--- src/design/tfpf_pkg.sv ---
// ----------------------------------------------------------------------------
// tfpf_pkg - shared types, constants and font for the text framebuffer
// Operation codes, queue entry type, stream byte constants and the
// 27-symbol, five-column glyph table.
// ----------------------------------------------------------------------------
package tfpf_pkg;

	// Default geometry of the panel
	localparam int PANEL_WIDTH_DEF = 128;
	localparam int PAGE_COUNT_DEF  = 8;

	// Depth of the command queue between front and back (power of two)
	localparam int QDEPTH = 2;

	// Glyph geometry
	localparam int GLYPH_COLS = 5;
	localparam int CELL_COLS  = 6;
	localparam int GLYPHS     = 27;
	localparam int SLOT_W     = 5;

	// Stream layout
	localparam int         CMD_BYTES     = 4;
	localparam logic [7:0] BYTE_ZERO     = 8'h00;
	localparam logic [7:0] BYTE_PAGE_CMD = 8'hB0;
	localparam logic [7:0] BYTE_COL_HI   = 8'h10;
	localparam logic [7:0] BYTE_DATA_CMD = 8'h40;

	// Reset value of the hidden column count
	localparam logic [1:0] HIDDEN_COLS_RST = 2'd2;

	// Operation codes of the input channel
	typedef enum logic [1:0] {
		OP_CLEAR = 2'd0,
		OP_DRAW  = 2'd1,
		OP_FLUSH = 2'd2,
		OP_TICK  = 2'd3
	} op_kind_t;

	// Classified command handed from front to back
	typedef struct packed {
		op_kind_t            kind;
		logic [SLOT_W-1:0]   slot;
	} cmd_t;

	// Glyph slots with names
	localparam logic [SLOT_W-1:0] SLOT_BLANK  = 5'd0;
	localparam logic [SLOT_W-1:0] SLOT_COLON  = 5'd1;
	localparam logic [SLOT_W-1:0] SLOT_DOT    = 5'd2;
	localparam logic [SLOT_W-1:0] SLOT_DIGIT0 = 5'd3;
	localparam logic [SLOT_W-1:0] SLOT_A      = 5'd13;
	localparam logic [SLOT_W-1:0] SLOT_C      = 5'd14;
	localparam logic [SLOT_W-1:0] SLOT_D      = 5'd15;
	localparam logic [SLOT_W-1:0] SLOT_M      = 5'd16;
	localparam logic [SLOT_W-1:0] SLOT_Q      = 5'd17;
	localparam logic [SLOT_W-1:0] SLOT_V      = 5'd18;
	localparam logic [SLOT_W-1:0] SLOT_O      = 5'd19;
	localparam logic [SLOT_W-1:0] SLOT_P      = 5'd20;
	localparam logic [SLOT_W-1:0] SLOT_L      = 5'd21;
	localparam logic [SLOT_W-1:0] SLOT_R      = 5'd22;
	localparam logic [SLOT_W-1:0] SLOT_W_CH   = 5'd23;
	localparam logic [SLOT_W-1:0] SLOT_N      = 5'd24;
	localparam logic [SLOT_W-1:0] SLOT_FILLED = 5'd25;
	localparam logic [SLOT_W-1:0] SLOT_EMPTY  = 5'd26;

	// Font columns, LSB is the top pixel row
	localparam logic [7:0] FONT_ROM [GLYPHS][GLYPH_COLS] = '{
		'{8'h00, 8'h00, 8'h00, 8'h00, 8'h00},
		'{8'h00, 8'h36, 8'h36, 8'h00, 8'h00},
		'{8'h00, 8'h40, 8'h60, 8'h00, 8'h00},
		'{8'h3E, 8'h51, 8'h49, 8'h45, 8'h3E},
		'{8'h00, 8'h42, 8'h7F, 8'h40, 8'h00},
		'{8'h62, 8'h51, 8'h49, 8'h49, 8'h46},
		'{8'h22, 8'h49, 8'h49, 8'h49, 8'h36},
		'{8'h18, 8'h14, 8'h12, 8'h7F, 8'h10},
		'{8'h2F, 8'h49, 8'h49, 8'h49, 8'h31},
		'{8'h3E, 8'h49, 8'h49, 8'h49, 8'h30},
		'{8'h01, 8'h71, 8'h09, 8'h05, 8'h03},
		'{8'h36, 8'h49, 8'h49, 8'h49, 8'h36},
		'{8'h06, 8'h49, 8'h49, 8'h29, 8'h1E},
		'{8'h7E, 8'h11, 8'h11, 8'h11, 8'h7E},
		'{8'h3E, 8'h41, 8'h41, 8'h41, 8'h22},
		'{8'h7F, 8'h41, 8'h41, 8'h22, 8'h1C},
		'{8'h7F, 8'h02, 8'h0C, 8'h02, 8'h7F},
		'{8'h3E, 8'h41, 8'h51, 8'h21, 8'h5E},
		'{8'h1F, 8'h20, 8'h40, 8'h20, 8'h1F},
		'{8'h3E, 8'h41, 8'h41, 8'h41, 8'h3E},
		'{8'h7F, 8'h09, 8'h09, 8'h09, 8'h06},
		'{8'h7F, 8'h40, 8'h40, 8'h40, 8'h40},
		'{8'h7F, 8'h09, 8'h19, 8'h29, 8'h46},
		'{8'h3F, 8'h40, 8'h38, 8'h40, 8'h3F},
		'{8'h7F, 8'h04, 8'h08, 8'h10, 8'h7F},
		'{8'h0E, 8'h1F, 8'h1F, 8'h1F, 8'h0E},
		'{8'h0E, 8'h11, 8'h11, 8'h11, 8'h0E}
	};

	// Map a character code to its glyph slot; unknown codes are blank
	function automatic logic [SLOT_W-1:0] glyph_slot(input logic [7:0] code);
		logic [SLOT_W-1:0] slot;
		slot = SLOT_BLANK;
		if (code >= 8'h30 && code <= 8'h39) begin
			slot = SLOT_DIGIT0 + SLOT_W'(code - 8'h30);
		end else begin
			case (code)
				8'h3A:   slot = SLOT_COLON;
				8'h2E:   slot = SLOT_DOT;
				8'h41:   slot = SLOT_A;
				8'h43:   slot = SLOT_C;
				8'h44:   slot = SLOT_D;
				8'h4D:   slot = SLOT_M;
				8'h51:   slot = SLOT_Q;
				8'h56:   slot = SLOT_V;
				8'h4F:   slot = SLOT_O;
				8'h50:   slot = SLOT_P;
				8'h4C:   slot = SLOT_L;
				8'h52:   slot = SLOT_R;
				8'h57:   slot = SLOT_W_CH;
				8'h4E:   slot = SLOT_N;
				8'h01:   slot = SLOT_FILLED;
				8'h02:   slot = SLOT_EMPTY;
				default: slot = SLOT_BLANK;
			endcase
		end
		return slot;
	endfunction

endpackage

--- src/design/tfpf_queue.sv ---
// ----------------------------------------------------------------------------
// tfpf_queue - command queue between front and back
// Small register FIFO; lets intake and execution stall independently.
// ----------------------------------------------------------------------------
module tfpf_queue #(
	parameter int WIDTH = 8
) (
	input  logic             clk,
	input  logic             arst_n,
	input  logic             push,
	input  logic [WIDTH-1:0] push_data,
	output logic             full,
	input  logic             pop,
	output logic [WIDTH-1:0] head_data,
	output logic             empty
);
	localparam int QPW = $clog2(tfpf_pkg::QDEPTH);

	logic [WIDTH-1:0] entry_q [tfpf_pkg::QDEPTH];
	logic [QPW-1:0]   wr_ptr_q;
	logic [QPW-1:0]   rd_ptr_q;
	logic [QPW:0]     count_q;
	logic             do_push;
	logic             do_pop;

	assign full      = count_q == (QPW+1)'(tfpf_pkg::QDEPTH);
	assign empty     = count_q == '0;
	assign do_push   = push && !full;
	assign do_pop    = pop && !empty;
	assign head_data = entry_q[rd_ptr_q];

	// Storage
	always_ff @(posedge clk) begin
		if (do_push) begin
			entry_q[wr_ptr_q] <= push_data;
		end
	end

	// Pointers and fill level; depth is a power of two so pointers wrap
	always_ff @(posedge clk or negedge arst_n) begin
		if (!arst_n) begin
			wr_ptr_q <= '0;
			rd_ptr_q <= '0;
			count_q  <= '0;
		end else begin
			if (do_push) begin
				wr_ptr_q <= wr_ptr_q + 1'b1;
			end
			if (do_pop) begin
				rd_ptr_q <= rd_ptr_q + 1'b1;
			end
			if (do_push && !do_pop) begin
				count_q <= count_q + 1'b1;
			end else if (do_pop && !do_push) begin
				count_q <= count_q - 1'b1;
			end
		end
	end

endmodule

--- config.mk ---
export PLATFORM = sky130hd
export DESIGN_NAME = tfpf_queue
export DESIGN_NICKNAME = d
export VERILOG_FILES = /design/src/design/tfpf_pkg.sv /design/src/design/tfpf_queue.sv
export SDC_FILE = /design/constraint.sdc
export NUM_CORES = 1
export LEC_CHECK = 0
export ABC_AREA = 1
export BUFFER_PORTS_ARGS = -buffer_cell sky130_fd_sc_hd__buf_4
export CAP_MARGIN = 20
export CORE_UTILIZATION = 40
export CTS_BUF_LIST = sky130_fd_sc_hd__clkbuf_16
export DETAILED_ROUTE_END_ITERATION = 16
export PLACE_DENSITY_LB_ADDON = 0.15
export SYNTH_ARGS = -nofsm -noshare
export SYNTH_HDL_FRONTEND = slang
export SYNTH_SLANG_ARGS = --single-unit
--- constraint.sdc ---
create_clock -name clk -period 1.5 [get_ports clk]
set_clock_uncertainty 0.2 [all_clocks]
set_input_delay 0.075 -clock clk [delete_from_list [all_inputs] [get_ports clk]]
set_output_delay 0.075 -clock clk [all_outputs]
set_load 0.01 [all_outputs]
* Yosys cells after proc, flatten, opt, wreduce, memory -nomap -nowiden
Memories as Yosys holds them, arrays and structs flattened.
Index checks and enable logic that the tools add are counted.
** Operators by class
- Equal/unequal tests :: 1
- Mux-type cells :: 4
- Reductions and logical operators :: 10
- $add $sub $neg :: 4
** Operators by type and width (count)
- 1-bit logical AND :: 4
- 1-bit zero test :: 4
- 2-bit two-way mux :: 2
- 1-bit adder, second input constant :: 2
- 2-bit by 1-bit adder with 2-bit output, second input constant :: 1
- 2-bit == test, second input constant :: 1
- 2-bit zero test :: 1
- 1-bit two-way mux :: 2
- 2-bit nonzero test :: 1
- 2-bit by 1-bit subtractor with 2-bit output, second input constant :: 1
** Storage, ports and cells
- Memories :: 1
- Memory bits (writable) :: 16
- Flip-flop bits (word level) :: 4
- Input port bits :: 12
** Memories
- entry_q :: words 2, width 8, read ports 1, clocked after Yosys merged registers in 0, write ports 1, line tfpf_queue.sv:19 : logic [WIDTH-1:0] entry_q [tfpf_pkg::QDEPTH];

* Logic depth before layout (Yosys ltp)
- Depth in word-level cells :: 7
- Mapped depth :: 9
- Mapped depth without buffers :: 9

* Worst setup path after synthesis
No wires, ideal clock.
- Path type :: reg2reg
- Start :: reg count_q[1]
- End :: mem entry_q[1][0], enable pin
- Data arrival time :: 951 ps
- Required time :: 929 ps
- Slack :: -22 ps
- Stages on the path, launching flop included :: 4
- Cells stage by stage :: dfrtp_1 inv_1 o21ai_0 nor2_1
** Between the ends
- Longest elaborated chain between the ends :: 5
** Ends and longest elaborated chain
- start, declared :: line tfpf_queue.sv:22 : logic [QPW:0] count_q;
- start signal, assigned :: line tfpf_queue.sv:53 : count_q <= count_q + 1'b1;
- start signal, assigned :: line tfpf_queue.sv:55 : count_q <= count_q - 1'b1;
- 2-bit == test :: line tfpf_queue.sv:26 : assign full = count_q == (QPW+1)'(tfpf_pkg::QDEPTH);
- 1-bit zero test :: line tfpf_queue.sv:28 : assign do_push = push && !full;
- 1-bit logical AND :: line tfpf_queue.sv:28
- 1-bit two-way mux :: line tfpf_queue.sv:34 : if (do_push) begin
- 1-bit two-way mux (implied by the code) :: line tfpf_queue.sv:35 : entry_q[wr_ptr_q] <= push_data;
- end, declared :: line tfpf_queue.sv:19
Every way passes these cells.

* Worst setup path in the final report
- Start :: reg count_q[1]
- End :: mem entry_q[0][3], enable pin
The elaborated chain is that of the path after synthesis.

==> results.py <==
metrics = {
    "run_status": {
        "status": "completed",
    },
    "cts": {
        "clock-sinks": 20,
        "clock_path_buffers": 2,
        "ctsHtreeMaxLevel": 1,
        "numCtsBuffers": 3,
        "cts_tree": "done",
        "clkTransAtPathRegs_ns": 0.05,
        "root_buffer": "clkbuf_16",
        "worstSkewPairLatency_ns": 0.25,
    },
    "min_path": {
        "hp-class": "in -> reg",
    },
    "power": {
        "finalPower_mw": 2.59,
        "vdd_drop_max_uv": 1200,
        "leakage_nw": 0.602,
        "p_per_area_mw_per_mm2": 1980,
    },
    "critical_path": {
        "arrival_ns": 1.22,
        "critPathLaunchType": "flip-flop",
        "worst-path-max-fanout": 5,
        "crit_type": "reg -> reg",
        "cp.required_ns": 1.26,
        "worst_setup_path_end_kind": "flip-flop",
    },
    "timing": {
        "slew_headroom_pct": 79.6,
        "fmax_mhz": 685,
        "post-route-period-util_pct": 97.3,
        "hold_violations": 0,
        "setup_violations": 0,
        "period_needed_ns": 1.46,
        "tightest_slew_ns": 0.303,
        "rsz0062_at_grt": "true",
        "finalMaxSlewViolations": 0,
    },
    "place": {
        "place.gp.congestion": 0.700,
        "placed_area_mm2": 0.00107,
        "dp_hpwl_um": 1080,
        "port_buffers": 21,
    },
    "synthesis": {
        "syn_area_um2": 810,
        "yosysSeqAreaShare_pct": 71.7,
        "synth_seq_cells": 20,
        "avgSynthCellArea_um2": 11.1,
        "yosysUniqueCellTypes": 14,
        "synthCells": 73,
        "syn-num-nets": 86,
        "yosys_warnings": 0,
    },
    "drt": {
        "wl_um": 1640,
        "drc": 0,
        "first_iter_violations": 10,
        "vias_per_cell": 4.35,
        "vias": 618,
        "first_pass_iters": 4,
        "wire_per_inst_um": 11.5,
        "antenna_left": 0,
    },
    "finish": {
        "area_delta_synth_final_pct": 61.8,
        "finalNetCount": 131,
        "layout_common_cells": "33 x nand2_1, 29 x buf_4, 16 x edfxtp_1",
        "diodes": 0,
        "fillCellCount": 132,
        "finalInstanceArea_mm2": 0.00131,
        "drive_above_1_share_pct": 37.6,
        "final_common_cell": "nand2_1",
    },
    "global_route": {
        "antenna_found_initial": 0,
        "grt_pass1_wl_um": 2300,
        "grt_max_degree": 13,
        "grt_usage_pct": 16.1,
        "first_global_vias": 562,
        "grt_overflow": 0,
    },
    "floorplan": {
        "dieWidth_um": 47.0,
        "coreArea_mm2": 0.00180,
        "start_util_pct": 44.9,
        "ios": 22,
        "rows": 15,
        "dieArea_mm2": 0.00221,
        "die_y_um": 47.0,
    },
    "flow_run": {
        "drv_cap": 0,
    },
}
## cells by family (layout without fill, tap and decap cells)
| kind of cell | count (synthesis) | count (layout) | share of synthesized area, % |
|---|---|---|---|
| adders and majority gates | 1 | 1 | 1.55 |
| and+or+nand+nor | 40 | 40 | 20.1 |
| buffers and inverters | 9 | 53 | 4.33 |
| AOI/OAI and AO/OA | 2 | 2 | 1.24 |
| xor gates and xnor gates | 1 | 1 | 1.08 |
| DFF | 20 | 20 | 71.7 |
## metal layers
metal	wire, um	global-route usage [%]
met3	45	3.46
met4	9	8.57
met5	0	0
met2	899	28.1
met1	683	18.5
## critical path, stage by stage, from the launching register on
cell and delay, ns:
dfrtp_1 0.41, inv_2 0.10, nor2_4 0.05, nor2_4 0.12, nand2_1 0.10, inv_2 0.08, buf_6 0.12
## path summary, 6_finish.rpt
| check | startpoint | endpoint | slack [ns] | cells past startpoint |
|---|---|---|---|---|
| max | count_q[1]$_DFFE_PN0P_ | entry_q[0][3]$_DFFE_PP_ | 0.04 | 6 |
| min | push | wr_ptr_q$_DFFE_PN0N_ | 0.01 | 4 |
| max reg2reg | count_q[1]$_DFFE_PN0P_ | entry_q[0][3]$_DFFE_PP_ | 0.04 | 6 |
| min reg2reg | wr_ptr_q$_DFFE_PN0N_ | wr_ptr_q$_DFFE_PN0N_ | 0.31 | 2 |
| max in group asynchronous | arst_n | count_q[0]$_DFFE_PN0P_ | 0.35 | 3 |
| min in group asynchronous | arst_n | count_q[1]$_DFFE_PN0P_ | 0.55 | 3 |
## cell usage after synthesis
cell / number / area [um2]
nand3_1: 1 / 5.00
nor2_2: 2 / 12.5
inv_1: 7 / 26.3
o21ai_0: 2 / 10.0
dfrtp_1: 4 / 100
nor2_1: 2 / 7.51
edfxtp_1: 16 / 480
nand2_1: 33 / 124
nand3b_1: 1 / 7.51
ha_1: 1 / 12.5
inv_2: 1 / 3.75
xnor2_1: 1 / 8.76
nand4_1: 1 / 6.26
buf_2: 1 / 5.00
## sequential cells by signal, indices dropped and copies added, names as in the netlist
register / flops
entry_q: 16
rd_ptr_q: 1
count_q: 2
wr_ptr_q: 1
## where the power goes
part | internal (mW) | switching, mW | total [mW]
registers | 0.776 | 0.0908 | 0.867
clock network | 0.528 | 0.180 | 0.708
logic | 0.502 | 0.517 | 1.02
## through the flow
step                utilization [%]  hold WS [ns]  setup WS (ns)  std cells  setup TNS [ns]
CTS                            71.3        0.0159        0.00616        142               0
global route                   72.7        0.0703        -0.0318        142         -0.0437
global placement               59.3        -0.324         0.0183        127               0
detailed placement             59.3        -0.325        -0.0413        127         -0.0413
finish                         72.7        0.0138         0.0401        142               0
floorplan                         -        -0.421         0.0147         73               0
## timing repair
| action | CTS | global route |
|---|---|---|
| hold buffers | 11 | 0 |
| pin swaps | 1 | 0 |
| resized for setup | 3 | 6 |
| endpoints found under the setup margin | 1 | 6 |
| hold endpoints to repair | 21 | 0 |
| buffers inserted | 0 | 0 |
## final cells by class
type | count | area (um2) | area share (%)
flip-flops and latches | 20 | 582 | 44.4
repair buffers | 41 | 339 | 25.9
multi-input cells | 44 | 223 | 17.0
clock buffers | 3 | 75.1 | 5.73
well taps | 25 | 31.3 | 2.39
clock inverters | 1 | 30.0 | 2.29
inverters | 8 | 30.0 | 2.29
No activity file was read; power rests on OpenSTA's default activity.
