**src/design/tfpf_pkg.sv**
```systemverilog
// ----------------------------------------------------------------------------
// tfpf_pkg - shared types, constants and font for the text framebuffer
// Operation codes, queue entry type, stream byte constants and the
// 27-symbol, five-column glyph table.
// ----------------------------------------------------------------------------
package tfpf_pkg;

	// Default geometry of the panel
	localparam int PANEL_WIDTH_DEF = 128;
	localparam int PAGE_COUNT_DEF  = 8;

	// Depth of the command queue between front and back (power of two)
	localparam int QDEPTH = 2;

	// Glyph geometry
	localparam int GLYPH_COLS = 5;
	localparam int CELL_COLS  = 6;
	localparam int GLYPHS     = 27;
	localparam int SLOT_W     = 5;

	// Stream layout
	localparam int         CMD_BYTES     = 4;
	localparam logic [7:0] BYTE_ZERO     = 8'h00;
	localparam logic [7:0] BYTE_PAGE_CMD = 8'hB0;
	localparam logic [7:0] BYTE_COL_HI   = 8'h10;
	localparam logic [7:0] BYTE_DATA_CMD = 8'h40;

	// Reset value of the hidden column count
	localparam logic [1:0] HIDDEN_COLS_RST = 2'd2;

	// Operation codes of the input channel
	typedef enum logic [1:0] {
		OP_CLEAR = 2'd0,
		OP_DRAW  = 2'd1,
		OP_FLUSH = 2'd2,
		OP_TICK  = 2'd3
	} op_kind_t;

	// Classified command handed from front to back
	typedef struct packed {
		op_kind_t            kind;
		logic [SLOT_W-1:0]   slot;
	} cmd_t;

	// Glyph slots with names
	localparam logic [SLOT_W-1:0] SLOT_BLANK  = 5'd0;
	localparam logic [SLOT_W-1:0] SLOT_COLON  = 5'd1;
	localparam logic [SLOT_W-1:0] SLOT_DOT    = 5'd2;
	localparam logic [SLOT_W-1:0] SLOT_DIGIT0 = 5'd3;
	localparam logic [SLOT_W-1:0] SLOT_A      = 5'd13;
	localparam logic [SLOT_W-1:0] SLOT_C      = 5'd14;
	localparam logic [SLOT_W-1:0] SLOT_D      = 5'd15;
	localparam logic [SLOT_W-1:0] SLOT_M      = 5'd16;
	localparam logic [SLOT_W-1:0] SLOT_Q      = 5'd17;
	localparam logic [SLOT_W-1:0] SLOT_V      = 5'd18;
	localparam logic [SLOT_W-1:0] SLOT_O      = 5'd19;
	localparam logic [SLOT_W-1:0] SLOT_P      = 5'd20;
	localparam logic [SLOT_W-1:0] SLOT_L      = 5'd21;
	localparam logic [SLOT_W-1:0] SLOT_R      = 5'd22;
	localparam logic [SLOT_W-1:0] SLOT_W_CH   = 5'd23;
	localparam logic [SLOT_W-1:0] SLOT_N      = 5'd24;
	localparam logic [SLOT_W-1:0] SLOT_FILLED = 5'd25;
	localparam logic [SLOT_W-1:0] SLOT_EMPTY  = 5'd26;

	// Font columns, LSB is the top pixel row
	localparam logic [7:0] FONT_ROM [GLYPHS][GLYPH_COLS] = '{
		'{8'h00, 8'h00, 8'h00, 8'h00, 8'h00},
		'{8'h00, 8'h36, 8'h36, 8'h00, 8'h00},
		'{8'h00, 8'h40, 8'h60, 8'h00, 8'h00},
		'{8'h3E, 8'h51, 8'h49, 8'h45, 8'h3E},
		'{8'h00, 8'h42, 8'h7F, 8'h40, 8'h00},
		'{8'h62, 8'h51, 8'h49, 8'h49, 8'h46},
		'{8'h22, 8'h49, 8'h49, 8'h49, 8'h36},
		'{8'h18, 8'h14, 8'h12, 8'h7F, 8'h10},
		'{8'h2F, 8'h49, 8'h49, 8'h49, 8'h31},
		'{8'h3E, 8'h49, 8'h49, 8'h49, 8'h30},
		'{8'h01, 8'h71, 8'h09, 8'h05, 8'h03},
		'{8'h36, 8'h49, 8'h49, 8'h49, 8'h36},
		'{8'h06, 8'h49, 8'h49, 8'h29, 8'h1E},
		'{8'h7E, 8'h11, 8'h11, 8'h11, 8'h7E},
		'{8'h3E, 8'h41, 8'h41, 8'h41, 8'h22},
		'{8'h7F, 8'h41, 8'h41, 8'h22, 8'h1C},
		'{8'h7F, 8'h02, 8'h0C, 8'h02, 8'h7F},
		'{8'h3E, 8'h41, 8'h51, 8'h21, 8'h5E},
		'{8'h1F, 8'h20, 8'h40, 8'h20, 8'h1F},
		'{8'h3E, 8'h41, 8'h41, 8'h41, 8'h3E},
		'{8'h7F, 8'h09, 8'h09, 8'h09, 8'h06},
		'{8'h7F, 8'h40, 8'h40, 8'h40, 8'h40},
		'{8'h7F, 8'h09, 8'h19, 8'h29, 8'h46},
		'{8'h3F, 8'h40, 8'h38, 8'h40, 8'h3F},
		'{8'h7F, 8'h04, 8'h08, 8'h10, 8'h7F},
		'{8'h0E, 8'h1F, 8'h1F, 8'h1F, 8'h0E},
		'{8'h0E, 8'h11, 8'h11, 8'h11, 8'h0E}
	};

	// Map a character code to its glyph slot; unknown codes are blank
	function automatic logic [SLOT_W-1:0] glyph_slot(input logic [7:0] code);
		logic [SLOT_W-1:0] slot;
		slot = SLOT_BLANK;
		if (code >= 8'h30 && code <= 8'h39) begin
			slot = SLOT_DIGIT0 + SLOT_W'(code - 8'h30);
		end else begin
			case (code)
				8'h3A:   slot = SLOT_COLON;
				8'h2E:   slot = SLOT_DOT;
				8'h41:   slot = SLOT_A;
				8'h43:   slot = SLOT_C;
				8'h44:   slot = SLOT_D;
				8'h4D:   slot = SLOT_M;
				8'h51:   slot = SLOT_Q;
				8'h56:   slot = SLOT_V;
				8'h4F:   slot = SLOT_O;
				8'h50:   slot = SLOT_P;
				8'h4C:   slot = SLOT_L;
				8'h52:   slot = SLOT_R;
				8'h57:   slot = SLOT_W_CH;
				8'h4E:   slot = SLOT_N;
				8'h01:   slot = SLOT_FILLED;
				8'h02:   slot = SLOT_EMPTY;
				default: slot = SLOT_BLANK;
			endcase
		end
		return slot;
	endfunction

endpackage

```
**src/design/tfpf_ifs.sv**
```systemverilog
// ----------------------------------------------------------------------------
// tfpf_ifs - channel interfaces of the text framebuffer
// Valid/ready request channel and byte stream channel.
// ----------------------------------------------------------------------------
interface tfpf_req_if;
	logic       valid;
	logic       ready;
	logic [1:0] operation;
	logic [7:0] char_code;
	logic       new_text;
	logic [6:0] column;
	logic [2:0] page_row;

	modport source (
		output valid, operation, char_code, new_text, column, page_row,
		input  ready
	);
	modport sink (
		input  valid, operation, char_code, new_text, column, page_row,
		output ready
	);
endinterface


```
**src/design/tfpf_front.sv**
```systemverilog
// ----------------------------------------------------------------------------
// tfpf_front - request intake and classification
// Accepts requests, owns the draw cursor, drops characters that do not fit
// and pushes classified commands into the queue.
// ----------------------------------------------------------------------------
module tfpf_front #(
	parameter int PANEL_WIDTH = tfpf_pkg::PANEL_WIDTH_DEF,
	parameter int PAGE_COUNT  = tfpf_pkg::PAGE_COUNT_DEF
) (
	input  logic                 clk,
	input  logic                 arst_n,
	tfpf_req_if.sink             req,
	output logic                 push,
	output tfpf_pkg::cmd_t       push_cmd,
	output logic [$clog2(PANEL_WIDTH*PAGE_COUNT)-1:0] push_base,
	input  logic                 full
);
	localparam int SIZE    = PANEL_WIDTH * PAGE_COUNT;
	localparam int AW      = $clog2(SIZE);
	localparam int RUN_MAX = 7 * PANEL_WIDTH + 127;
	localparam int CUR_MAX = (RUN_MAX > SIZE) ? RUN_MAX : SIZE;
	localparam int CW      = $clog2(CUR_MAX + 1);

	logic [CW-1:0] cursor_q;
	logic [CW-1:0] cur;
	logic          fits;
	logic          accept;
	logic          is_draw;

	assign req.ready = !full;
	assign accept    = req.valid && !full;
	assign is_draw   = tfpf_pkg::op_kind_t'(req.operation) == tfpf_pkg::OP_DRAW;

	// Cursor for this character, reloaded at the start of a text run
	always_comb begin
		if (req.new_text) begin
			cur = CW'(req.page_row) * CW'(PANEL_WIDTH) + CW'(req.column);
		end else begin
			cur = cursor_q;
		end
		fits = ({1'b0, cur} + (CW+1)'(tfpf_pkg::GLYPH_COLS)) < (CW+1)'(SIZE);
	end

	// Classified command; a character that does not fit is absorbed here
	assign push          = accept && !(is_draw && !fits);
	assign push_cmd.kind = tfpf_pkg::op_kind_t'(req.operation);
	assign push_cmd.slot = tfpf_pkg::glyph_slot(req.char_code);
	assign push_base     = AW'(cur);

	// Draw cursor
	always_ff @(posedge clk or negedge arst_n) begin
		if (!arst_n) begin
			cursor_q <= '0;
		end else if (accept && is_draw) begin
			if (fits) begin
				cursor_q <= cur + CW'(tfpf_pkg::CELL_COLS);
			end else begin
				cursor_q <= cur;
			end
		end
	end

endmodule

```
**src/flat_wrapper.sv**
```systemverilog
// flat-port wrapper written by rule: the top's interface ports become plain ports
module tfpf_front_flat 
#(
	parameter int PANEL_WIDTH = tfpf_pkg::PANEL_WIDTH_DEF,
	parameter int PAGE_COUNT  = tfpf_pkg::PAGE_COUNT_DEF
)
  (clk, arst_n, push, push_cmd, push_base, full, req_valid, req_operation, req_char_code, req_new_text, req_column, req_page_row, req_ready);
  tfpf_req_if req_i ();
  input  logic clk;
  input  logic arst_n;
  output logic push;
  output tfpf_pkg::cmd_t push_cmd;
  output logic [$clog2(PANEL_WIDTH*PAGE_COUNT)-1:0] push_base;
  input  logic full;
  input wire logic [$bits(req_i.valid)-1:0] req_valid;
  input wire logic [$bits(req_i.operation)-1:0] req_operation;
  input wire logic [$bits(req_i.char_code)-1:0] req_char_code;
  input wire logic [$bits(req_i.new_text)-1:0] req_new_text;
  input wire logic [$bits(req_i.column)-1:0] req_column;
  input wire logic [$bits(req_i.page_row)-1:0] req_page_row;
  output wire logic [$bits(req_i.ready)-1:0] req_ready;
  assign req_i.valid = req_valid;
  assign req_i.operation = req_operation;
  assign req_i.char_code = req_char_code;
  assign req_i.new_text = req_new_text;
  assign req_i.column = req_column;
  assign req_i.page_row = req_page_row;
  assign req_ready = req_i.ready;
  tfpf_front #(.PANEL_WIDTH(PANEL_WIDTH), .PAGE_COUNT(PAGE_COUNT)) u_core (.clk(clk), .arst_n(arst_n), .req(req_i), .push(push), .push_cmd(push_cmd), .push_base(push_base), .full(full));
endmodule
```
**config.mk**
```make
export PLATFORM = sky130hd
export DESIGN_NAME = tfpf_front_flat
export DESIGN_NICKNAME = d
export VERILOG_FILES = /design/src/design/tfpf_pkg.sv /design/src/design/tfpf_ifs.sv /design/src/design/tfpf_front.sv /design/src/flat_wrapper.sv
export SDC_FILE = /design/constraint.sdc
export NUM_CORES = 1
export LEC_CHECK = 0
export ABC_AREA = 1
export CAP_MARGIN = 10
export CORE_ASPECT_RATIO = 0.7
export CORE_MARGIN = 4
export CORE_UTILIZATION = 50
export CTS_CLUSTER_DIAMETER = 50
export DETAILED_ROUTE_END_ITERATION = 8
export DONT_BUFFER_PORTS = 1
export PLACE_DENSITY = 0.75
export SLEW_MARGIN = 30
export SYNTH_ARGS = -nofsm -noshare
export SYNTH_HDL_FRONTEND = slang
export SYNTH_SLANG_ARGS = --single-unit
```
**constraint.sdc**
```tcl
create_clock -name clk -period 3.1 [get_ports clk]
set_clock_uncertainty 0.1 [all_clocks]
set_input_delay 0.465 -clock clk [delete_from_list [all_inputs] [get_ports clk]]
set_output_delay 0.465 -clock clk [all_outputs]
set_load 0.005 [all_outputs]
```
* After elaboration in Yosys (flattened, before gate mapping)
Cells that the tools add are included.
** Operators by class
- Add/sub/neg operators :: 5
- Multipliers :: 0
- Divide/modulo/power cells :: 0
- $lt $le $gt $ge :: 3
- Equality and inequality tests :: 17
- Shifts and indexed selects :: 0
- Multiplexer cells :: 4
- Bitwise logic cells :: 0
- Reduce and logical (&&, ||, !) cells :: 8
** Operators with widths (count)
- == test 8 x 7 -> 1 bit, second input constant :: 12
- one-hot mux 5 bit (16 select lines) :: 1
- 2-to-1 mux 11 bit :: 2
- == test 8 x 6 -> 1 bit, second input constant :: 2
- adder 11 x 3 -> 12 bit, second input constant :: 1
- < comparator 12 x 11 -> 1 bit, second input constant :: 1
- adder 10 x 7 -> 11 bit :: 1
- adder 11 x 3 -> 11 bit, second input constant :: 1
- == test 8 x 1 -> 1 bit, second input constant :: 1
- == test 8 x 2 -> 1 bit, second input constant :: 1
- >= comparator 8 x 6 -> 1 bit, second input constant :: 1
- <= comparator 8 x 6 -> 1 bit, second input constant :: 1
- adder 2 x 5 -> 5 bit, first input constant :: 1
- logical AND 1 bit :: 5
- 2-to-1 mux 5 bit :: 1
- subtractor 5 bit, second input constant :: 1
- zero test 1 bit :: 3
- == test 2 x 1 -> 1 bit, second input constant :: 1
** Storage, ports and cells
- Bits in registers :: 11
- Bits in latches :: 0
- Memory bits (writable) :: 0
- Bits in read-only memories :: 0
- Output and inout port bits :: 19
- Word-level logic and storage cells :: 38
- Memories :: 0

* Depth between registers and ports, before layout
Gate-level depths: netlist of the first run.
- Word-level depth :: 8
- Gate-level depth with buffers :: 14
- Depth with buffers taken out :: 14

* Worst setup path before layout of the first run
No wires, ideal clock.
- Path type :: input to output
- From :: input port req_new_text
- To :: output port push
- Arrival :: 1.719 ns
- Data required time :: 2.535 ns
- Setup slack :: 0.816 ns
- Stages :: 9
- Path through :: buf_6 > o21ai_2 > inv_1 > ha_1 > nand2_1 > nand2_1 > nand3_1 > nand3_1 > a31oi_1
** Between the ends
- Cells in the longest elaborated chain, start to end :: 7
** RTL lines
- start: declaration :: RTL line flat_wrapper.sv:18 : input wire logic [$bits(req_i.new_text)-1:0] req_new_text;
- 2-to-1 mux 11 bit :: RTL line tfpf_front.sv:36 : if (req.new_text) begin
- via push_base[1] :: RTL line flat_wrapper.sv:13 : output logic [$clog2(PANEL_WIDTH*PAGE_COUNT)-1:0] push_base;
- adder 11 x 3 -> 12 bit :: RTL line tfpf_front.sv:41 : fits = ({1'b0, cur} + (CW+1)'(tfpf_pkg::GLYPH_COLS)) < (CW+1)'(SIZE);
- < comparator 12 x 11 -> 1 bit :: RTL line tfpf_front.sv:41
- zero test 1 bit :: RTL line tfpf_front.sv:45 : assign push = accept && !(is_draw && !fits);
- logical AND 1 bit :: RTL line tfpf_front.sv:45
- zero test 1 bit :: RTL line tfpf_front.sv:45
- logical AND 1 bit :: RTL line tfpf_front.sv:45
- end: declaration :: RTL line flat_wrapper.sv:11 : output logic push;
The timed path passes the listed nets, and every way through them passes these cells.

* Worst setup path in the final report of the first run
- From :: register u_core.cursor_q[1]
- To :: output port push
** Between the ends
- Cells in the longest elaborated chain, start to end :: 7
** RTL lines
- start: declaration :: RTL line tfpf_front.sv:24 : logic [CW-1:0] cursor_q;
- start signal: assignment :: RTL line tfpf_front.sv:56 : cursor_q <= cur + CW'(tfpf_pkg::CELL_COLS);
- start signal: assignment :: RTL line tfpf_front.sv:58 : cursor_q <= cur;
- 2-to-1 mux 11 bit :: RTL line tfpf_front.sv:36
- via push_base[1] :: RTL line flat_wrapper.sv:13
- adder 11 x 3 -> 12 bit :: RTL line tfpf_front.sv:41
- < comparator 12 x 11 -> 1 bit :: RTL line tfpf_front.sv:41
- zero test 1 bit :: RTL line tfpf_front.sv:45
- logical AND 1 bit :: RTL line tfpf_front.sv:45
- zero test 1 bit :: RTL line tfpf_front.sv:45
- logical AND 1 bit :: RTL line tfpf_front.sv:45
The timed path passes the listed nets, and every way through them passes these cells.

==> qor.csv, run 1 <==
stage,metric,value,unit
sta,setup repair after global routing missed its margin,false,
cts,number of clock sinks seen by CTS,11,
cells_and_area,largest register by flop count,u_core.cursor_q,
cells_and_area,Final Cell Area,1600,um^2
power_and_ir_drop,Pleak,0.870,nW
sta,share of the cycle needed by the critical path after routing,83.9,%
cells_and_area,Final #Nets,290,
logic_synthesis,number of unique standard cell types used by synthesis,32,
setup_path,maximum fanout encountered on the critical timing path,6,
power_and_ir_drop,total power after layout,0.554,mW
cts,number of buffers on the longest clock path,2,
global_routing,vias in the first global route,1373,
floorplan,starting utilization of the core area,53.6,%
setup_path,stage delay of the slowest cell on the critical path,0.39,ns
detailed_routing,total wire length,4.03,mm
logic_synthesis,Post-Syn Area per Cell,5.99,um^2
run_status,result of the run,completed,
detailed_routing,ratio of routed vias to standard cells,5.62,
setup_path,"Worst Path Class, Setup",reg -> out,
setup_path,critical-path cell list,o21ai_2 > inv_1 > ha_1 > nand2_1 > nand2_1 > nand3_1 > nand3_1 > a31oi_1,
sta,headroom to the max-slew limit,63.1,%
cts,post-CTS setup buffers,0,
hold_path,Worst Hold Class,reg -> reg,
floorplan,area enclosed by the die boundary,4030,um^2
job,Maximum Capacitance Violations,0,
logic_synthesis,count of flip-flops with a built-in enable after synthesis,0,
power_and_ir_drop,pwr dens,346,nW/um^2
setup_path,crit end category,output pin,
logic_synthesis,"Async S/R FF share, synth",100,%
logic_synthesis,share of synthesized area occupied by flip-flops and latches,17.9,%
sta,Final Max Slew Viols,0,
detailed_routing,total iterations of the first detailed-routing run,4,
placement,final estimated routing congestion in global placement,0.991,
sta,final setup fails,0,
placement,IO buf count,0,
cts,number of CTS-inserted buffers,3,
placement,setup slack at placement,0.710,ns
global_routing,maximum number of pins on one net before global-route repair,15,
power_and_ir_drop,worst-case vdd ir drop,0.235,mV
sta,Max Clock Freq,384,MHz
detailed_routing,violation count after the first detailed-route iteration,178,
setup_path,Critical Path Source Type,flip-flop,
sta,Post-Route Setup TNS,0,ns
detailed_routing,DR DRC count,0,
cells_and_area,max reg flops,11,
floorplan,Die Span X,74.2,um
setup_path,data required time at the worst endpoint,2.53,ns
sta,count of endpoints failing hold in the final timing report,0,
logic_synthesis,portion of synthesized cell area occupied by the leading cell type,19.3,%
detailed_routing,ANT nets after route,0,
logic_synthesis,number of warning messages in the yosys log,0,
logic_synthesis,synthesized instance count,256,
logic_synthesis,synthesized netlist net count,288,
floorplan,core outline area,2860,um^2
logic_synthesis,leading cell type by number of instances after synthesis,nand2_1,
cells_and_area,P&R area growth vs syn,4.32,%
cts,TritonCTS clock tree,done,
cells_and_area,layout cells sized above 1,14.0,%
cts,"Clk pin slew, worst setup/hold paths",0.05,ns
cells_and_area,largest registers,u_core.cursor_q: 11 flops,
floorplan,# rows,16,
setup_path,standard cell with the maximum stage delay on the critical path,dfrtp_1,
logic_synthesis,library cell with the largest summed area after synthesis,nand2_1,
setup_path,worst path arrival time,2.04,ns
sta,shortest period the worst path allows,2.60,ns
placement,half-perimeter wire length after placement,3.17,mm
detailed_routing,via count,1648,
floorplan,I/O pins,44,
sta,worst hold margin,0.376,ns
sta,Final WS setup,0.498,ns
detailed_routing,routed length per instance,13.8,um
global_routing,global-route wire length before repair,6.42,mm
logic_synthesis,top post-synthesis cells by area,"nand2_1, dfrtp_1, nand3_1, inv_1, nor2_1",
floorplan,vertical die dimension,54.3,um
cts,Clock Latency Late Sink,0.24,ns
logic_synthesis,synthesized flop and latch total,11,
logic_synthesis,synthesized cell area,1530,um^2
cells_and_area,Inserted Diodes,0,
cts,cell at the root of the clock tree,clkbuf_8,
logic_synthesis,commonest register cell after synthesis,dfrtp_1,
global_routing,total global routing track utilization,20.8,%
logic_synthesis,most instantiated cells after synthesis,"nand2_1, nand3_1, inv_1",
global_routing,final global-route overflow total,0,
global_routing,antenna violations before repair,0,
sta,measured slew at the worst slew-check pin,0.552,ns
placement,total cell area at the placement stage,1550,um^2
cts,number of H-tree levels,1,
[through the flow]
stage | cells | util (%)
global route | 293 | 55.9
floorplan | 256 | -
detailed placement | 288 | 54.0
global placement | 288 | 54.0
finish | 293 | 55.9
CTS | 293 | 55.9
[area by class of cell]
class                   instances  area, um^2
repair buffers                  2        17.5
multi-input cells             204        1080
inverters                      36         135
flip-flops and latches         11         275
clock buffers                   4        45.0
well taps                      36        45.0
fillers                       299        1260
[power by group]
group          switching [mW]  internal (mW)
sequential             0.0183          0.175
clock                  0.0567         0.0906
combinational           0.145         0.0685
[final timing paths]
check	cells after the start	slack, ns	end	startpoint
max	8	0.50	push	u_core.cursor_q[1]$_DFFE_PN0P_
min	2	0.38	u_core.cursor_q[4]$_DFFE_PN0P_	u_core.cursor_q[4]$_DFFE_PN0P_
max reg2reg	11	1.03	u_core.cursor_q[4]$_DFFE_PN0P_	u_core.cursor_q[1]$_DFFE_PN0P_
min reg2reg	2	0.38	u_core.cursor_q[4]$_DFFE_PN0P_	u_core.cursor_q[4]$_DFFE_PN0P_
max in group asynchronous	1	1.98	u_core.cursor_q[8]$_DFFE_PN0P_	arst_n
min in group asynchronous	1	0.55	u_core.cursor_q[3]$_DFFE_PN0P_	arst_n
[layer usage]
metal,track usage [%],up-vias,part of all wire (%)
met5,0,-,0
met4,3.31,0,0
met3,6.06,0,13
met2,29.7,102,39
met1,31.1,727,48
li1,-,819,-
[placed cells by master (no fill, tap or decap), drive strengths merged, types with 2 or more instances in the layout]
master	netlist	layout
o21ai	8	8
clkbuf	1	4
nor2	31	31
o31ai	2	2
o2111ai	2	2
inv	35	35
nor3	5	5
dfrtp	11	11
a21oi	5	5
nand4	2	2
nand2	98	98
ha	7	7
nand3	38	38
[critical path: cells and delay by family, from the launching register on]
family                     cells  cell delay, ns
AOI/OAI and AO/OA              2            0.52
adders and majority gates      1            0.22
buffers and inverters          1            0.15
DFF                            1            0.39
and+or+nand+nor                4            0.52
[repair_timing]
item,CTS,global route
hold buffers,1,0
resized for setup,0,0
hold endpoints to repair,11,0
[cells by family (layout without fill, tap and decap cells)]
logic type	count (synthesis)	after routing	synth area share, %
XOR/XNOR	1	1	0.571
buffers and inverters	41	42	11.5
adder cells (fa/ha/maj)	7	7	5.71
AND/OR/NAND/NOR	177	177	56.5
AO/OA/AOI/OAI	19	19	7.75
flip-flops	11	11	17.9
Note: power is estimated with default switching activity, not from simulation.
==> inputs of run 2 (changes only) <==
--- a/config.mk
+++ b/config.mk
@@ -13,7 +13,7 @@
 export CTS_CLUSTER_DIAMETER = 50
 export DETAILED_ROUTE_END_ITERATION = 8
 export DONT_BUFFER_PORTS = 1
-export PLACE_DENSITY = 0.75
+export PLACE_DENSITY = 0.78
 export SLEW_MARGIN = 30
 export SYNTH_ARGS = -nofsm -noshare
 export SYNTH_HDL_FRONTEND = slang
==> constraint.sdc (replaced) <==
create_clock -name clk -period 2.3 [get_ports clk]
set_clock_uncertainty 0.1 [all_clocks]
set_input_delay 0.345 -clock clk [delete_from_list [all_inputs] [get_ports clk]]
set_output_delay 0.345 -clock clk [all_outputs]
set_load 0.005 [all_outputs]
==> qor.csv, run 2 (synthesis results as in run 1) <==
stage,metric,value,unit,change
global_routing,maximum number of pins on one net before global-route repair,15,,unchanged
floorplan,starting utilization of the core area,53.6,%,unchanged
setup_path,"Worst Path Class, Setup",reg -> out,,unchanged
detailed_routing,total iterations of the first detailed-routing run,4,,unchanged
cells_and_area,Final Cell Area,1640,um^2,was 1600 um^2
cells_and_area,largest registers,u_core.cursor_q: 11 flops,,unchanged
detailed_routing,ANT nets after route,0,,unchanged
setup_path,maximum fanout encountered on the critical timing path,3,,was 6
setup_path,CP most frequent cell,nand2_1,,
setup_path,crit path capture,push,,unchanged
sta,measured slew at the worst slew-check pin,0.540,ns,was 0.552 ns
detailed_routing,DR DRC count,0,,unchanged
sta,setup repair after global routing missed its margin,false,,unchanged
setup_path,critical-path cell list,o21ai_4 > inv_2 > ha_1 > nand2_1 > nand2_1 > nand3_2 > nand3_1 > a31oi_1,,was o21ai_2 > inv_1 > ha_1 > nand2_1 > nand2_1 > nand3_1 > nand3_1 > a31oi_1
power_and_ir_drop,total power after layout,0.759,mW,was 0.554 mW
detailed_routing,total wire length,3.94,mm,was 4.03 mm
sta,headroom to the max-slew limit,63.9,%,was 63.1%
sta,Final Max Slew Viols,0,,unchanged
setup_path,data required time at the worst endpoint,1.86,ns,was 2.53 ns
setup_path,capturing point of the worst reg2reg path,u_core.cursor_q[6]$_DFFE_PN0P_,,was u_core.cursor_q[4]$_DFFE_PN0P_
floorplan,area enclosed by the die boundary,4030,um^2,unchanged
setup_path,stage delay of the slowest cell on the critical path,0.41,ns,was 0.39 ns
placement,half-perimeter wire length after placement,3.08,mm,was 3.17 mm
cells_and_area,Inserted Diodes,0,,unchanged
setup_path,Critical Path Source,u_core.cursor_q[1]$_DFFE_PN0P_,,unchanged
cts,number of clock sinks seen by CTS,11,,unchanged
detailed_routing,routed length per instance,13.3,um,was 13.8 um
cts,cell at the root of the clock tree,clkbuf_8,,unchanged
detailed_routing,violation count after the first detailed-route iteration,130,,was 178
detailed_routing,ratio of routed vias to standard cells,5.44,,was 5.62
sta,shortest period the worst path allows,2.19,ns,
cells_and_area,max reg flops,11,,unchanged
setup_path,FF-to-FF setup slack,0.42,ns,was 1.03 ns
cts,number of CTS-inserted buffers,3,,unchanged
placement,IO buf count,0,,unchanged
cts,TritonCTS clock tree,done,,unchanged
floorplan,Die Span X,74.2,um,unchanged
floorplan,vertical die dimension,54.3,um,unchanged
global_routing,final global-route overflow total,0,,unchanged
sta,count of endpoints failing hold in the final timing report,0,,unchanged
cts,number of buffers on the longest clock path,2,,unchanged
detailed_routing,via count,1609,,"was 1,648"
power_and_ir_drop,Pleak,0.885,nW,was 0.870 nW
setup_path,worst path arrival time,1.74,ns,was 2.04 ns
setup_path,path depth of the worst reg2reg path,12,,was 11
hold_path,Worst Hold Class,in -> reg,,was reg -> reg
cells_and_area,most common library cell in the layout ignoring fill and taps,nand2_1,,unchanged
sta,share of the cycle needed by the critical path after routing,95.1,%,
cells_and_area,"top library cells by usage in the layout, fill and taps aside","nand2_1, nand3_1, inv_1, nor2_1",,unchanged
global_routing,total global routing track utilization,20.5,%,was 20.8%
cts,"Clk pin slew, worst setup/hold paths",0.05,ns,about the same
cts,number of H-tree levels,1,,unchanged
floorplan,I/O pins,44,,unchanged
sta,Max Clock Freq,457,MHz,
sta,final setup fails,0,,unchanged
global_routing,global-route wire length before repair,6.28,mm,was 6.42 mm
global_routing,vias in the first global route,1375,,"was 1,373"
cells_and_area,Final #Nets,293,,was 290
setup_path,start of the worst register-to-register path,u_core.cursor_q[1]$_DFFE_PN0P_,,unchanged
global_routing,antenna violations before repair,0,,unchanged
cells_and_area,layout cells sized above 1,15.8,%,was 14.0%
power_and_ir_drop,pwr dens,464,nW/um^2,was 346 nW/um^2
cts,Clock Latency Late Sink,0.24,ns,about the same
floorplan,# rows,16,,unchanged
floorplan,core outline area,2860,um^2,unchanged
cells_and_area,largest register by flop count,u_core.cursor_q,,unchanged
setup_path,Critical Path Source Type,flip-flop,,unchanged
job,Maximum Capacitance Violations,0,,unchanged
run_status,result of the run,completed,,unchanged
power_and_ir_drop,worst-case vdd ir drop,0.393,mV,was 0.235 mV
setup_path,standard cell with the maximum stage delay on the critical path,dfrtp_1,,unchanged
placement,total cell area at the placement stage,1560,um^2,was 1550 um^2
setup_path,crit end category,output pin,,unchanged
placement,final estimated routing congestion in global placement,0.932,,was 0.991
cells_and_area,P&R area growth vs syn,6.61,%,was 4.32%
sta,Post-Route Setup TNS,0,ns,unchanged
[run 2: cell types whose count changed in the layout (fill, tap and decap cells not counted)]
| cell | change |
|---|---|
| buf_4 | +3 |
| o21ai_4 | +1 |
| nand3_2 | +1 |
| o21ai_2 | -1 |
| nand3_1 | -1 |
| inv_1 | -1 |
| inv_2 | +1 |
[run 2: through the flow]
step	hold WS [ns]	utilization, %	std cells	setup WS [ns]
final	0.309	57.1	296	0.113
after global routing	0.339	57.1	296	0.0168
after CTS	0.305	56.7	295	0.0157
after detailed placement	-0.0503	54.5	290	0.214
after global placement	-0.0502	54.5	290	0.301
after floorplan	-0.0506	-	256	0.256
[run 2: area by class of cell]
type                       instances  area, um^2
clock buffer                       4        45.0
fill                             289        1230
inverter                          36         135
multi-input combinational        204        1090
sequential                        11         275
tap                               36        45.0
timing repair buffer               5        40.0
[run 2: worst max-delay path: cells and delay by family, from the launching register on]
kind / cells / cell delay (ns)
AO/OA/AOI/OAI: 2 / 0.41
buffers and inverters: 1 / 0.08
AND/OR/NAND/NOR: 4 / 0.40
adder cells (fa/ha/maj): 1 / 0.19
flip-flops: 1 / 0.41
[run 2: timing repair]
action | 4_1_cts | 5_1_grt
hold endpoints to repair | 11 | 0
pin swaps | 0 | 2
setup buffers | 0 | 1
resized for setup | 1 | 2
endpoints found under the setup margin | 1 | 1
hold buffers | 1 | 0
[run 2: routing by layer]
| layer | up-vias | track usage (%) | routed length [um] | part of all wire (%) |
|---|---|---|---|---|
| met1 | 700 | 31.9 | 1960 | 50 |
| met5 | - | 0 | 0 | 0 |
| li1 | 825 | - | - | - |
| met3 | 6 | 5.50 | 432 | 11 |
| met4 | 0 | 3.61 | 35 | 0.89 |
| met2 | 78 | 27.8 | 1520 | 39 |
[run 2: where the power goes]
group,internal [mW],switching [mW]
Clock,0.122,0.0794
Combinational,0.100,0.195
Sequential,0.236,0.0264
Total,0.458,0.300
[run 2: how the worst min path moves through the flow]
stage                            start                              to  slack (ns)  cells past startpoint
after global placement          arst_n  u_core.cursor_q[9]$_DFFE_PN0P_       -0.05                      0
after detailed placement        arst_n  u_core.cursor_q[9]$_DFFE_PN0P_       -0.05                      0
final                     req_new_text  u_core.cursor_q[0]$_DFFE_PN0P_        0.31                      3
after CTS                 req_new_text  u_core.cursor_q[1]$_DFFE_PN0P_        0.31                      4
after global routing      req_new_text  u_core.cursor_q[0]$_DFFE_PN0P_        0.34                      3
after floorplan                 arst_n  u_core.cursor_q[0]$_DFFE_PN0P_       -0.05                      0
==> inputs of run 3 (changes only) <==
--- a/config.mk
+++ b/config.mk
@@ -5,7 +5,7 @@
 export SDC_FILE = /design/constraint.sdc
 export NUM_CORES = 1
 export LEC_CHECK = 0
-export ABC_AREA = 1
+export ABC_AREA = 0
 export CAP_MARGIN = 10
 export CORE_ASPECT_RATIO = 0.7
 export CORE_MARGIN = 4
==> qor.csv, run 3 <==
stage,metric,value,unit,change
cells_and_area,Multi-input gate area,1060,um^2,was 1090 um^2
power_and_ir_drop,pwr dens,533,nW/um^2,was 464 nW/um^2
sta,headroom to the max-slew limit,64.3,%,was 63.9%
placement,IO buf count,0,,unchanged
floorplan,area enclosed by the die boundary,3730,um^2,was 4030 um^2
sta,Final Max Slew Viols,0,,unchanged
cells_and_area,largest register by flop count,u_core.cursor_q,,unchanged
cells_and_area,max reg flops,11,,unchanged
setup_path,Critical Path Source Type,flip-flop,,unchanged
cells_and_area,sequential standard cell area,275,um^2,unchanged
cts,number of buffers on the longest clock path,2,,unchanged
sta,shortest period the worst path allows,2.20,ns,was 2.19 ns
power_and_ir_drop,Pleak,0.684,nW,was 0.885 nW
cts,cell at the root of the clock tree,clkbuf_8,,unchanged
floorplan,Die Span X,71.3,um,was 74.2 um
global_routing,global-route wire length before repair,6.49,mm,was 6.28 mm
global_routing,maximum number of pins on one net before global-route repair,23,,was 15
floorplan,I/O pins,44,,unchanged
cts,number of CTS-inserted buffers,3,,unchanged
detailed_routing,violation count after the first detailed-route iteration,119,,was 130
cells_and_area,number of fill cells,214,,was 289
global_routing,total global routing track utilization,21.9,%,was 20.5%
cells_and_area,largest registers,u_core.cursor_q: 11 flops,,unchanged
power_and_ir_drop,proportion of power drawn by the clock network,24.1,%,was 26.6%
logic_synthesis,count of flip-flops with a built-in enable after synthesis,0,,unchanged
placement,half-perimeter wire length after placement,2.95,mm,was 3.08 mm
cts,Clock Latency Late Sink,0.24,ns,about the same
power_and_ir_drop,Switching Fraction,37.5,%,was 39.6%
floorplan,core outline area,2570,um^2,was 2860 um^2
detailed_routing,ANT nets after route,0,,unchanged
sta,setup repair after global routing missed its margin,true,,was false
logic_synthesis,library cell with the largest summed area after synthesis,dfrtp_1,,was nand2_1
hold_path,Worst Hold Class,in -> reg,,unchanged
detailed_routing,DR DRC count,0,,unchanged
global_routing,antenna violations before repair,0,,unchanged
logic_synthesis,number of warning messages in the yosys log,0,,unchanged
logic_synthesis,"Async S/R FF share, synth",100,%,unchanged
sta,final setup fails,0,,unchanged
cts,"Clk pin slew, worst setup/hold paths",0.05,ns,about the same
setup_path,data required time at the worst endpoint,1.86,ns,about the same
global_routing,vias in the first global route,1402,,"was 1,375"
power_and_ir_drop,share of power burned in registers,35.2,%,was 34.6%
cells_and_area,most common library cell in the layout ignoring fill and taps,nand2_1,,unchanged
power_and_ir_drop,Net Sw Power,0.314,mW,was 0.300 mW
cells_and_area,Final #Nets,216,,was 293
setup_path,"Worst Path Class, Setup",reg -> out,,unchanged
detailed_routing,routed length per instance,18.2,um,was 13.3 um
cts,number of clock sinks seen by CTS,11,,unchanged
power_and_ir_drop,Combinational Power Share,40.7,%,was 38.8%
detailed_routing,total wire length,3.95,mm,was 3.94 mm
logic_synthesis,top post-synthesis cells by area,"dfrtp_1, ha_1, mux2i_1, a21oi_1, nand2_1",,"was nand2_1, dfrtp_1, nand3_1, inv_1, nor2_1"
logic_synthesis,portion of synthesized cell area occupied by the leading cell type,19.6,%,was 19.3%
logic_synthesis,synthesized cell area,1400,um^2,was 1530 um^2
global_routing,final global-route overflow total,0,,unchanged
detailed_routing,total iterations of the first detailed-routing run,5,,was 4
floorplan,# rows,15,,was 16
sta,Post-Route Setup TNS,0,ns,unchanged
floorplan,vertical die dimension,52.3,um,was 54.3 um
floorplan,starting utilization of the core area,54.5,%,was 53.6%
logic_synthesis,number of unique standard cell types used by synthesis,49,,was 32
setup_path,worst path arrival time,1.76,ns,was 1.74 ns
sta,Max Clock Freq,454,MHz,was 457 MHz
run_status,result of the run,completed,,unchanged
detailed_routing,ratio of routed vias to standard cells,6.64,,was 5.44
sta,share of the cycle needed by the critical path after routing,95.7,%,was 95.1%
logic_synthesis,commonest register cell after synthesis,dfrtp_1,,unchanged
cells_and_area,P&R area growth vs syn,12.1,%,was 6.61%
placement,setup slack at placement,0.0712,ns,was 0.214 ns
power_and_ir_drop,worst-case vdd ir drop,0.345,mV,was 0.393 mV
cells_and_area,"top library cells by usage in the layout, fill and taps aside","nand2_1, inv_1, a21oi_1, buf_4, dfrtp_1",,"was nand2_1, nand3_1, inv_1, nor2_1"
detailed_routing,via count,1441,,"was 1,609"
placement,final estimated routing congestion in global placement,0.870,,was 0.932
cts,TritonCTS clock tree,done,,unchanged
setup_path,maximum fanout encountered on the critical timing path,5,,was 3
sta,Final WS setup,0.0993,ns,was 0.113 ns
logic_synthesis,synthesized flop and latch total,11,,unchanged
cts,number of H-tree levels,1,,unchanged
setup_path,crit end category,output pin,,unchanged
logic_synthesis,synthesized instance count,175,,was 256
logic_synthesis,most instantiated cells after synthesis,"a21oi_1, nand2_1, inv_1",,"was nand2_1, nand3_1, inv_1"
sta,count of endpoints failing hold in the final timing report,0,,unchanged
power_and_ir_drop,internal power,0.523,mW,was 0.458 mW
logic_synthesis,share of synthesized area occupied by flip-flops and latches,19.6,%,was 17.9%
sta,measured slew at the worst slew-check pin,0.534,ns,was 0.540 ns
logic_synthesis,Post-Syn Area per Cell,8.01,um^2,was 5.99 um^2
job,Maximum Capacitance Violations,0,,unchanged
cells_and_area,layout cells sized above 1,19.1,%,was 15.8%
cells_and_area,Inserted Diodes,0,,unchanged
logic_synthesis,synthesized netlist net count,207,,was 288
[run 3: metrics by stage]
step	hold slack, ns	total power, mW	util [%]	cell area (um^2)	instances
CTS	0.268	0.820	59.6	1530	216
global placement	-0.0501	0.584	56.4	1450	208
floorplan	-0.0506	0.527	-	1400	175
finish	0.271	0.837	61.1	1570	217
global route	0.336	0.887	61.1	1570	217
detailed placement	-0.0501	0.600	56.4	1450	208
[run 3: cells by family after synthesis]
group | count (synthesis) | synth area share, %
adders and majority gates | 7 | 6.25
muxes | 12 | 8.93
AOI/OAI and AO/OA | 53 | 27.9
buffers and inverters | 22 | 7.23
xor gates and xnor gates | 4 | 2.50
and+or+nand+nor | 66 | 27.5
DFF | 11 | 19.6
[run 3: timing repair]
item / 4_1_cts / 5_1_grt
buffers inserted: 3 / 1
resized for setup: 1 / 6
hold endpoints to repair: 11 / 0
setup endpoints to repair: 1 / 6
hold buffers: 1 / 0
pin swaps: 2 / 3
[run 3: layout make-up]
type | count | share of cell area [%]
well taps | 34 | 2.71
clock buffers | 4 | 2.87
flip-flops and latches | 11 | 17.5
multi-input cells | 142 | 67.4
inverters | 13 | 3.11
repair buffers | 13 | 6.37
[run 3: per-layer routing]
metal | share of wire (%) | GRT usage (%)
met5 | 0 | 0
met4 | 0.53 | 5.94
met3 | 13 | 7.85
met2 | 45 | 32.8
met1 | 42 | 29.5
[run 3: path summary, 6_finish.rpt]
check / startpoint / to / slack [ns] / depth (start not counted)
max: u_core.cursor_q[5]$_DFFE_PN0P_ / push / 0.1 / 5
min: req_new_text / u_core.cursor_q[10]$_DFFE_PN0P_ / 0.27 / 3
max reg2reg: u_core.cursor_q[5]$_DFFE_PN0P_ / u_core.cursor_q[2]$_DFFE_PN0P_ / 0.11 / 7
min reg2reg: u_core.cursor_q[0]$_DFFE_PN0P_ / u_core.cursor_q[0]$_DFFE_PN0P_ / 0.40 / 1
max in group asynchronous: arst_n / u_core.cursor_q[0]$_DFFE_PN0P_ / 1.32 / 1
min in group asynchronous: arst_n / u_core.cursor_q[7]$_DFFE_PN0P_ / 0.42 / 1
[run 3: power by group through the flow]
stage / clock (mW) / combinational [mW] / sequential, mW
3_5_place_dp: 0 / 0.304 / 0.297
6_report: 0.202 / 0.341 / 0.295
2_1_floorplan: 0 / 0.246 / 0.281
3_3_place_gp: 0 / 0.292 / 0.292
4_1_cts: 0.201 / 0.328 / 0.291
5_1_grt: 0.211 / 0.374 / 0.302
[run 3: critical path: stages, from the launching register on]
cell and delay [ns]:
dfrtp_1 0.44, nand3_1 0.09, o21a_1 0.23, or4_4 0.54, nand3_4 0.13, a21oi_2 0.07
